File: config.mk
export PLATFORM = sky130hd
export DESIGN_NAME = tinymt64_random_generator
export DESIGN_NICKNAME = d
export VERILOG_FILES = /design/src/rtl/tmt64_pkg.sv /design/src/rtl/tmt64_mac.sv /design/src/rtl/tinymt64_random_generator.sv
export SDC_FILE = /design/constraint.sdc
export NUM_CORES = 2
export LEC_CHECK = 0
export ABC_CLOCK_PERIOD_IN_PS = 11900
export BUFFER_PORTS_ARGS = -buffer_cell sky130_fd_sc_hd__buf_4
export CAP_MARGIN = 15
export CORE_AREA = 2 2 356 358
export CTS_BUF_LIST = sky130_fd_sc_hd__clkbuf_8 sky130_fd_sc_hd__clkbuf_16
export DETAILED_ROUTE_END_ITERATION = 10
export DIE_AREA = 0 0 358 360
export PLACE_DENSITY = 0.77
export SLEW_MARGIN = 20
export SYNTH_ARGS = -nofsm -noshare
export SYNTH_HDL_FRONTEND = slang
export SYNTH_HIERARCHICAL = 1
export SYNTH_SLANG_ARGS = --single-unit
File: constraint.sdc
create_clock -name aclk -period 11.9 [get_ports aclk]
set_input_delay 1.19 -clock aclk [delete_from_list [all_inputs] [get_ports aclk]]
set_output_delay 1.19 -clock aclk [all_outputs]
set_load 0.005 [all_outputs]
File: src/rtl/tmt64_pkg.sv
// shared constants, types and codes for the tinymt64 generator
package tmt64_pkg;

    localparam int unsigned WORD_W = 64;
    localparam int unsigned HALF_W = 32;

    localparam logic [WORD_W-1:0] LOW63_MASK = 64'h7fff_ffff_ffff_ffff;
    localparam logic [WORD_W-1:0] INIT_MULT  = 64'd6364136223846793005;
    localparam logic [HALF_W-1:0] MAT1_RESET = 32'hfa05_1f40;
    localparam logic [HALF_W-1:0] MAT2_RESET = 32'hffd0_fff4;
    localparam logic [WORD_W-1:0] TMAT_RESET = 64'h58d0_2ffe_ffbf_ffbc;
    localparam logic [WORD_W-1:0] CERT_LOW   = 64'd84;
    localparam logic [WORD_W-1:0] CERT_HIGH  = 64'd77;

    localparam int unsigned SHIFT_A      = 12;
    localparam int unsigned SHIFT_B      = 11;
    localparam int unsigned TEMPER_SHIFT = 8;
    localparam int unsigned INIT_ROUNDS  = 8;
    localparam int unsigned ROUND_W      = $clog2(INIT_ROUNDS);

    localparam logic [ROUND_W-1:0] FIRST_ROUND = ROUND_W'(1);
    localparam logic [ROUND_W-1:0] LAST_ROUND  = ROUND_W'(INIT_ROUNDS - 1);

    // operation codes
    localparam logic OP_SEED = 1'b0;
    localparam logic OP_GEN  = 1'b1;

    // register indexes
    localparam int unsigned CFG_IDX_W = 2;
    localparam logic [CFG_IDX_W-1:0] CFG_MAT1 = 2'd0;
    localparam logic [CFG_IDX_W-1:0] CFG_MAT2 = 2'd1;
    localparam logic [CFG_IDX_W-1:0] CFG_TMAT = 2'd2;

    typedef enum logic [3:0] {
        ST_IDLE,
        ST_SEED_PREP,
        ST_MUL_LL,
        ST_MUL_LH,
        ST_MUL_HL,
        ST_MUL_WAIT,
        ST_SEED_UPD,
        ST_SEED_CERT,
        ST_GEN_STEP,
        ST_GEN_OUT
    } state_t;

    // control of the shared multiply-accumulate unit
    typedef struct packed {
        logic issue;
        logic first;
        logic shift;
    } mac_ctl_t;

endpackage

File: src/rtl/tmt64_mac.sv
// shared 32x32 multiplier with 64-bit accumulator, one product per cycle
module tmt64_mac (
    input  logic                                aclk,
    input  logic                                aresetn,
    input  tmt64_pkg::mac_ctl_t                 ctl,
    input  logic [tmt64_pkg::HALF_W-1:0]        op_a,
    input  logic [tmt64_pkg::HALF_W-1:0]        op_b,
    output logic [tmt64_pkg::WORD_W-1:0]        acc
);

    tmt64_pkg::mac_ctl_t                 ctl_reg;
    logic [tmt64_pkg::WORD_W-1:0]        prod_reg;
    logic [tmt64_pkg::WORD_W-1:0]        acc_reg;
    logic [tmt64_pkg::WORD_W-1:0]        acc_next;
    logic [tmt64_pkg::WORD_W-1:0]        base;
    logic [tmt64_pkg::WORD_W-1:0]        addend;

    always_ff @(posedge aclk) begin
        if (!aresetn) begin
            ctl_reg <= '0;
        end else begin
            ctl_reg <= ctl;
        end
    end

    always_ff @(posedge aclk) begin
        prod_reg <= tmt64_pkg::WORD_W'(op_a) * tmt64_pkg::WORD_W'(op_b);
        acc_reg  <= acc_next;
    end

    always_comb begin
        base     = ctl_reg.first ? '0 : acc_reg;
        addend   = ctl_reg.shift ? {prod_reg[tmt64_pkg::HALF_W-1:0], {tmt64_pkg::HALF_W{1'b0}}}
                                 : prod_reg;
        acc_next = ctl_reg.issue ? base + addend : acc_reg;
    end

    assign acc = acc_reg;

endmodule

File: src/rtl/tinymt64_random_generator.sv
// top level: tinymt64 generator with sequencer, state and parameter registers
//
// A generate request (opcode 1) is taken when s_ready is high; the block runs the
// xorshift step, then registers the tempered value onto the m_ channel, waiting
// while an earlier value is held, and takes no new request until it is idle again.
// A seed request (opcode 0) gives no result and keeps the block busy for seven
// initialisation rounds, each preparing the operand, issuing three partial products
// to the single 32x32 multiplier that forms the 64-bit product, waiting and updating
// the state, then a period certification step. The user must write parameter
// registers on the cfg_ channel only while the block is idle; the block does not
// enforce this. Index 0 mat1, 1 mat2, 2 tempering mask; other indexes are ignored.
module tinymt64_random_generator (
    input  logic                                  aclk,
    input  logic                                  aresetn,
    input  logic                                  s_valid,
    output logic                                  s_ready,
    input  logic                                  s_opcode,
    input  logic [tmt64_pkg::WORD_W-1:0]          s_seed_value,
    output logic                                  m_valid,
    input  logic                                  m_ready,
    output logic [tmt64_pkg::WORD_W-1:0]          m_random_value,
    input  logic                                  cfg_valid,
    output logic                                  cfg_ready,
    input  logic [tmt64_pkg::CFG_IDX_W-1:0]       cfg_index,
    input  logic [tmt64_pkg::WORD_W-1:0]          cfg_data
);

    tmt64_pkg::state_t                   state_reg, state_next;
    logic [tmt64_pkg::WORD_W-1:0]        low_reg, low_next;
    logic [tmt64_pkg::WORD_W-1:0]        high_reg, high_next;
    logic [tmt64_pkg::HALF_W-1:0]        mat1_reg;
    logic [tmt64_pkg::HALF_W-1:0]        mat2_reg;
    logic [tmt64_pkg::WORD_W-1:0]        tmat_reg;
    logic [tmt64_pkg::ROUND_W-1:0]       round_reg, round_next;
    logic [tmt64_pkg::WORD_W-1:0]        p_reg, p_next;
    logic                                m_valid_reg, m_valid_next;
    logic [tmt64_pkg::WORD_W-1:0]        m_value_reg, m_value_next;

    tmt64_pkg::mac_ctl_t                 mac_ctl;
    logic [tmt64_pkg::HALF_W-1:0]        mac_a;
    logic [tmt64_pkg::HALF_W-1:0]        mac_b;
    logic [tmt64_pkg::WORD_W-1:0]        mac_acc;

    logic                                s_fire;
    logic                                cfg_fire;
    logic [tmt64_pkg::WORD_W-1:0]        prev;
    logic [tmt64_pkg::WORD_W-1:0]        round_sum;
    logic [tmt64_pkg::WORD_W-1:0]        x;
    logic [tmt64_pkg::WORD_W-1:0]        t;

    tmt64_mac u_mac (
        .aclk    (aclk),
        .aresetn (aresetn),
        .ctl     (mac_ctl),
        .op_a    (mac_a),
        .op_b    (mac_b),
        .acc     (mac_acc)
    );

    assign s_ready        = (state_reg == tmt64_pkg::ST_IDLE);
    assign s_fire         = s_valid && s_ready;
    assign cfg_ready      = 1'b1;
    assign cfg_fire       = cfg_valid && cfg_ready;
    assign m_valid        = m_valid_reg;
    assign m_random_value = m_value_reg;

    always_ff @(posedge aclk) begin
        if (!aresetn) begin
            state_reg   <= tmt64_pkg::ST_IDLE;
            round_reg   <= tmt64_pkg::FIRST_ROUND;
            m_valid_reg <= 1'b0;
            low_reg     <= tmt64_pkg::CERT_LOW;
            high_reg    <= tmt64_pkg::CERT_HIGH;
        end else begin
            state_reg   <= state_next;
            round_reg   <= round_next;
            m_valid_reg <= m_valid_next;
            low_reg     <= low_next;
            high_reg    <= high_next;
        end
    end

    always_ff @(posedge aclk) begin
        p_reg       <= p_next;
        m_value_reg <= m_value_next;
    end

    // parameter registers
    always_ff @(posedge aclk) begin
        if (!aresetn) begin
            mat1_reg <= tmt64_pkg::MAT1_RESET;
            mat2_reg <= tmt64_pkg::MAT2_RESET;
            tmat_reg <= tmt64_pkg::TMAT_RESET;
        end else if (cfg_fire) begin
            unique case (cfg_index)
                tmt64_pkg::CFG_MAT1: mat1_reg <= cfg_data[tmt64_pkg::HALF_W-1:0];
                tmt64_pkg::CFG_MAT2: mat2_reg <= cfg_data[tmt64_pkg::HALF_W-1:0];
                tmt64_pkg::CFG_TMAT: tmat_reg <= cfg_data;
                default: ;
            endcase
        end
    end

    always_comb begin
        state_next   = state_reg;
        low_next     = low_reg;
        high_next    = high_reg;
        round_next   = round_reg;
        p_next       = p_reg;
        m_valid_next = m_valid_reg;
        m_value_next = m_value_reg;
        mac_ctl      = '0;
        mac_a        = p_reg[tmt64_pkg::HALF_W-1:0];
        mac_b        = tmt64_pkg::INIT_MULT[tmt64_pkg::HALF_W-1:0];

        // odd round reads the low word and updates the high word
        prev      = round_reg[0] ? low_reg : high_reg;
        round_sum = mac_acc + tmt64_pkg::WORD_W'(round_reg);

        // xorshift step
        x = (low_reg & tmt64_pkg::LOW63_MASK) ^ high_reg;
        x = x ^ (x << tmt64_pkg::SHIFT_A);
        x = x ^ (x >> tmt64_pkg::HALF_W);
        x = x ^ (x << tmt64_pkg::HALF_W);
        x = x ^ (x << tmt64_pkg::SHIFT_B);

        // tempering
        t = low_reg + high_reg;
        t = t ^ (low_reg >> tmt64_pkg::TEMPER_SHIFT);
        if (t[0]) begin
            t = t ^ tmat_reg;
        end

        if (m_valid_reg && m_ready) begin
            m_valid_next = 1'b0;
        end

        unique case (state_reg)
            tmt64_pkg::ST_IDLE: begin
                if (s_fire) begin
                    if (s_opcode == tmt64_pkg::OP_SEED) begin
                        low_next   = s_seed_value ^ {mat1_reg, {tmt64_pkg::HALF_W{1'b0}}};
                        high_next  = tmt64_pkg::WORD_W'(mat2_reg) ^ tmat_reg;
                        round_next = tmt64_pkg::FIRST_ROUND;
                        state_next = tmt64_pkg::ST_SEED_PREP;
                    end else begin
                        state_next = tmt64_pkg::ST_GEN_STEP;
                    end
                end
            end
            tmt64_pkg::ST_SEED_PREP: begin
                p_next     = prev ^ (prev >> 62);
                state_next = tmt64_pkg::ST_MUL_LL;
            end
            tmt64_pkg::ST_MUL_LL: begin
                mac_ctl    = '{issue: 1'b1, first: 1'b1, shift: 1'b0};
                state_next = tmt64_pkg::ST_MUL_LH;
            end
            tmt64_pkg::ST_MUL_LH: begin
                mac_ctl    = '{issue: 1'b1, first: 1'b0, shift: 1'b1};
                mac_b      = tmt64_pkg::INIT_MULT[tmt64_pkg::WORD_W-1:tmt64_pkg::HALF_W];
                state_next = tmt64_pkg::ST_MUL_HL;
            end
            tmt64_pkg::ST_MUL_HL: begin
                mac_ctl    = '{issue: 1'b1, first: 1'b0, shift: 1'b1};
                mac_a      = p_reg[tmt64_pkg::WORD_W-1:tmt64_pkg::HALF_W];
                state_next = tmt64_pkg::ST_MUL_WAIT;
            end
            tmt64_pkg::ST_MUL_WAIT: begin
                state_next = tmt64_pkg::ST_SEED_UPD;
            end
            tmt64_pkg::ST_SEED_UPD: begin
                if (round_reg[0]) begin
                    high_next = high_reg ^ round_sum;
                end else begin
                    low_next = low_reg ^ round_sum;
                end
                if (round_reg == tmt64_pkg::LAST_ROUND) begin
                    state_next = tmt64_pkg::ST_SEED_CERT;
                end else begin
                    round_next = round_reg + 1'b1;
                    state_next = tmt64_pkg::ST_SEED_PREP;
                end
            end
            tmt64_pkg::ST_SEED_CERT: begin
                if (((low_reg & tmt64_pkg::LOW63_MASK) == '0) && (high_reg == '0)) begin
                    low_next  = tmt64_pkg::CERT_LOW;
                    high_next = tmt64_pkg::CERT_HIGH;
                end
                state_next = tmt64_pkg::ST_IDLE;
            end
            tmt64_pkg::ST_GEN_STEP: begin
                low_next   = high_reg ^ (x[0] ? tmt64_pkg::WORD_W'(mat1_reg) : '0);
                high_next  = x ^ (x[0] ? {mat2_reg, {tmt64_pkg::HALF_W{1'b0}}} : '0);
                state_next = tmt64_pkg::ST_GEN_OUT;
            end
            tmt64_pkg::ST_GEN_OUT: begin
                if (!m_valid_reg || m_ready) begin
                    m_valid_next = 1'b1;
                    m_value_next = t;
                    state_next   = tmt64_pkg::ST_IDLE;
                end
            end
            default: begin
                state_next = tmt64_pkg::ST_IDLE;
            end
        endcase
    end

endmodule

==> reports/results.txt <==
CTS sink cnt - 523
Avg Vias per Cell - 6.286
CP max FO - 33
Synth Warn # - 6
DRT Wirelength - 283.7 mm
Clk buf depth - 3
CP Data Arrival Time - 10.16 ns
DR iter-0 viols - 8,814
Antenna violations before repair - 42
# rows - 130
Setup TNS - 0 ns
H-tree levels - 2
First-pass GRT wire length - 406.1 mm
Worst Tran Pin Value - 1.265 ns
Async set or reset register ratio after synthesis - 0
Number of flops mapped to enable cells by yosys - 192
Gr ovfl total - 0
Post-Syn Area per Cell - 8.729 µm²
ANT nets after route - 0
Post-cts repair resize count - 0
Hold Path Cell Cnt - 2
Io pins - 203
Num CTS Buffers - 58
IO buf count - 201
Distinct cells, synth - 110
Clock skew - 0.04136 ns
#FFs+latches synth - 523
Tcrit/Tclk final - 0.8052
Critical path class - reg2reg
Nets - 9,241
Critical Path Sink Type - flip-flop
Drt drc - 0
Cts-stage hold buffer count - 0
1st-pass router iterations - 9
Syn-to-layout area delta - 7.394%
Die area - 0.1289 mm²
TritonCTS clock tree - built
Via count - 60,040
Final Hold Viols - 0
Post-synthesis sequential area ratio - 0.1817
DP HPWL - 221.6 mm
Primary FF master, synth - dfxtp_1
Fmax - 104.4 MHz
Largest net degree at the start of global routing - 172
Final count of pins violating max slew - 0
Clock Tree Root - clkbuf_16
CP Launch Type - flip-flop
Most common cell after layout, fill and taps aside - nand2_1
Critical R2R Launch - state_reg[2]$_SDFFE_PN0P_
Initial core utilization - 0.5460
Clk slew on worst S/H paths - 0.07 ns
Critical path endpoint - u_mac/prod_reg[43]$_DFF_P_
R2R Setup Slk - 2.32 ns
Die width - 358 µm
Most frequent cells in the layout - nand2_1 (1,023), inv_1 (986), fa_1 (899)
Outcome - finished clean
CP startpoint - state_reg[2]$_SDFFE_PN0P_
Share of cells above drive strength 1 - 0.07620
Clock latency on the worst-skew pair - 0.68 ns
RSZ-0062 raised after global routing - false
Worst Hold Class - reg2reg
CORE AREA - 0.1249 mm²
Chip Height - 360 µm
FF-to-FF End - u_mac/prod_reg[43]$_DFF_P_
Cells after Synth - 7,814
Synthesized area - 0.06821 mm²
Worst slew margin - 0.1508
GPL Wtd Cong - 1.081
Worst Path Required - 12.48 ns
Reg2reg path depth - 25
Routed WL per cell - 29.71 µm
Number of global-route vias before repair - 58,360
# setup viols final - 0
Tot GR Track Use - 0.4367
Number of max-cap violations - 0
Min Tclk post-route - 9.582 ns
Post-CTS setup buffers - 0
==> metrics by stage <==
stage | worst slack (ns) | cell area (µm²) | util | std cells | hold slack, ns
after floorplan | 3.202 | 68640 | - | 7928 | 0.4464
after global placement | 2.719 | 71240 | 0.5703 | 9402 | 0.4698
after detailed placement | 2.514 | 71250 | 0.5704 | 9402 | 0.4718
after CTS | 2.493 | 73130 | 0.5854 | 9511 | 0.4862
after global routing | 1.991 | 73170 | 0.5857 | 9515 | 0.5109
final | 2.318 | 73250 | 0.5864 | 9550 | 0.4918
==> logic make-up (layout without fill, tap and decap cells) <==
group,count (synthesis),in the layout,share of synthesized area
AOI/OAI and AO/OA,1273,1273,0.1155
xor gates and xnor gates,646,646,0.08383
adders and majority gates,1293,1293,0.3361
buffers and inverters,1451,1384,0.08053
DFF,523,523,0.1817
muxes,120,120,0.01974
other,2,155,0.0001101
and+or+nand+nor,2506,2506,0.1825
==> routing by layer <==
metal  up-vias  track usage  routed length (µm)
met1     30030       0.6329              116600
met3       665       0.1696               42950
met2      4185       0.5829              111700
met5         -     0.009434                 353
li1      25110            -                   -
met4        40       0.1587               12130
==> worst max-delay path, cell delays in order, from the launching register on <==
cell and delay [ns]:
dfxtp_1 0.57, nor4b_2 0.26, buf_4 0.55, mux2_2 0.76
and2_1 0.35, fa_1 0.54, inv_1 0.05, fa_1 0.51
fa_1 0.46, fa_1 0.56, inv_1 0.06, fa_1 0.49
fa_1 0.57, fa_1 0.45, fa_1 0.45, ha_1 0.37
a21o_1 0.20, a21o_1 0.19, a221oi_1 0.31, o21ai_1 0.11
a31oi_1 0.32, o21ai_1 0.22, a221oi_2 0.45, o21ai_1 0.20
a311oi_2 0.30, xnor2_1 0.14
==> area by class of cell <==
cell class	count	area, µm²
sequential	523	12400
antenna	39	97.59
tap	1650	2064
timing repair buffer	298	2250
fill	11060	51670
multi-input combinational	5954	50890
inverter	977	3670
clock buffer	65	1582
clock inverter	44	302.8
==> synthesized netlist by cell type, drive strengths merged (8+ instances only) <==
cell / count / area, µm²
a222oi: 12 / 120.1
fa: 899 / 18000
o31ai: 13 / 126.4
o21bai: 41 / 307.8
and4: 16 / 142.6
nor3b: 13 / 102.6
o211ai: 20 / 155.1
edfxtp: 192 / 5766
and2: 652 / 4079
a21o: 115 / 863.3
buf: 53 / 245.2
a221o: 8 / 80.08
nor3: 69 / 350.3
o21ai: 351 / 1772
xnor2: 421 / 3725
mux2: 116 / 1306
a21oi: 448 / 2276
nor2: 238 / 917.1
nand2b: 23 / 143.9
dfxtp: 331 / 6626
nand3: 149 / 758.2
o221ai: 11 / 102.6
nor2b: 118 / 738.2
a211oi: 25 / 192.7
and3: 33 / 211.5
o21a: 28 / 210.2
nor4: 49 / 349.1
a221oi: 25 / 261.5
a21boi: 9 / 71.32
nand4: 83 / 525.5
a22oi: 28 / 210.2
or2: 9 / 56.31
inv: 976 / 3664
clkbuf: 421 / 1580
a31oi: 19 / 146.4
or3: 12 / 75.07
nand2: 1025 / 3847
xor2: 225 / 1993
o22ai: 53 / 337.8
ha: 394 / 4930
==> worst min path at each step <==
| stage | from | to | slack (ns) |
|---|---|---|---|
| after detailed placement | tmat_reg[32]$_SDFFE_PN0P_ | tmat_reg[32]$_SDFFE_PN0P_ | 0.47 |
| after floorplan | tmat_reg[32]$_SDFFE_PN0P_ | tmat_reg[32]$_SDFFE_PN0P_ | 0.45 |
| after global placement | mat1_reg[17]$_SDFFE_PN0P_ | mat1_reg[17]$_SDFFE_PN0P_ | 0.47 |
| after CTS | tmat_reg[32]$_SDFFE_PN0P_ | tmat_reg[32]$_SDFFE_PN0P_ | 0.49 |
| final | mat1_reg[26]$_SDFFE_PN0P_ | mat1_reg[26]$_SDFFE_PN0P_ | 0.49 |
| after global routing | mat1_reg[22]$_SDFFE_PN0P_ | mat1_reg[22]$_SDFFE_PN0P_ | 0.51 |
Power is left out: the tool's default activity adds up to more than one toggle a clock period on the data nets, which glitch-free logic cannot reach.
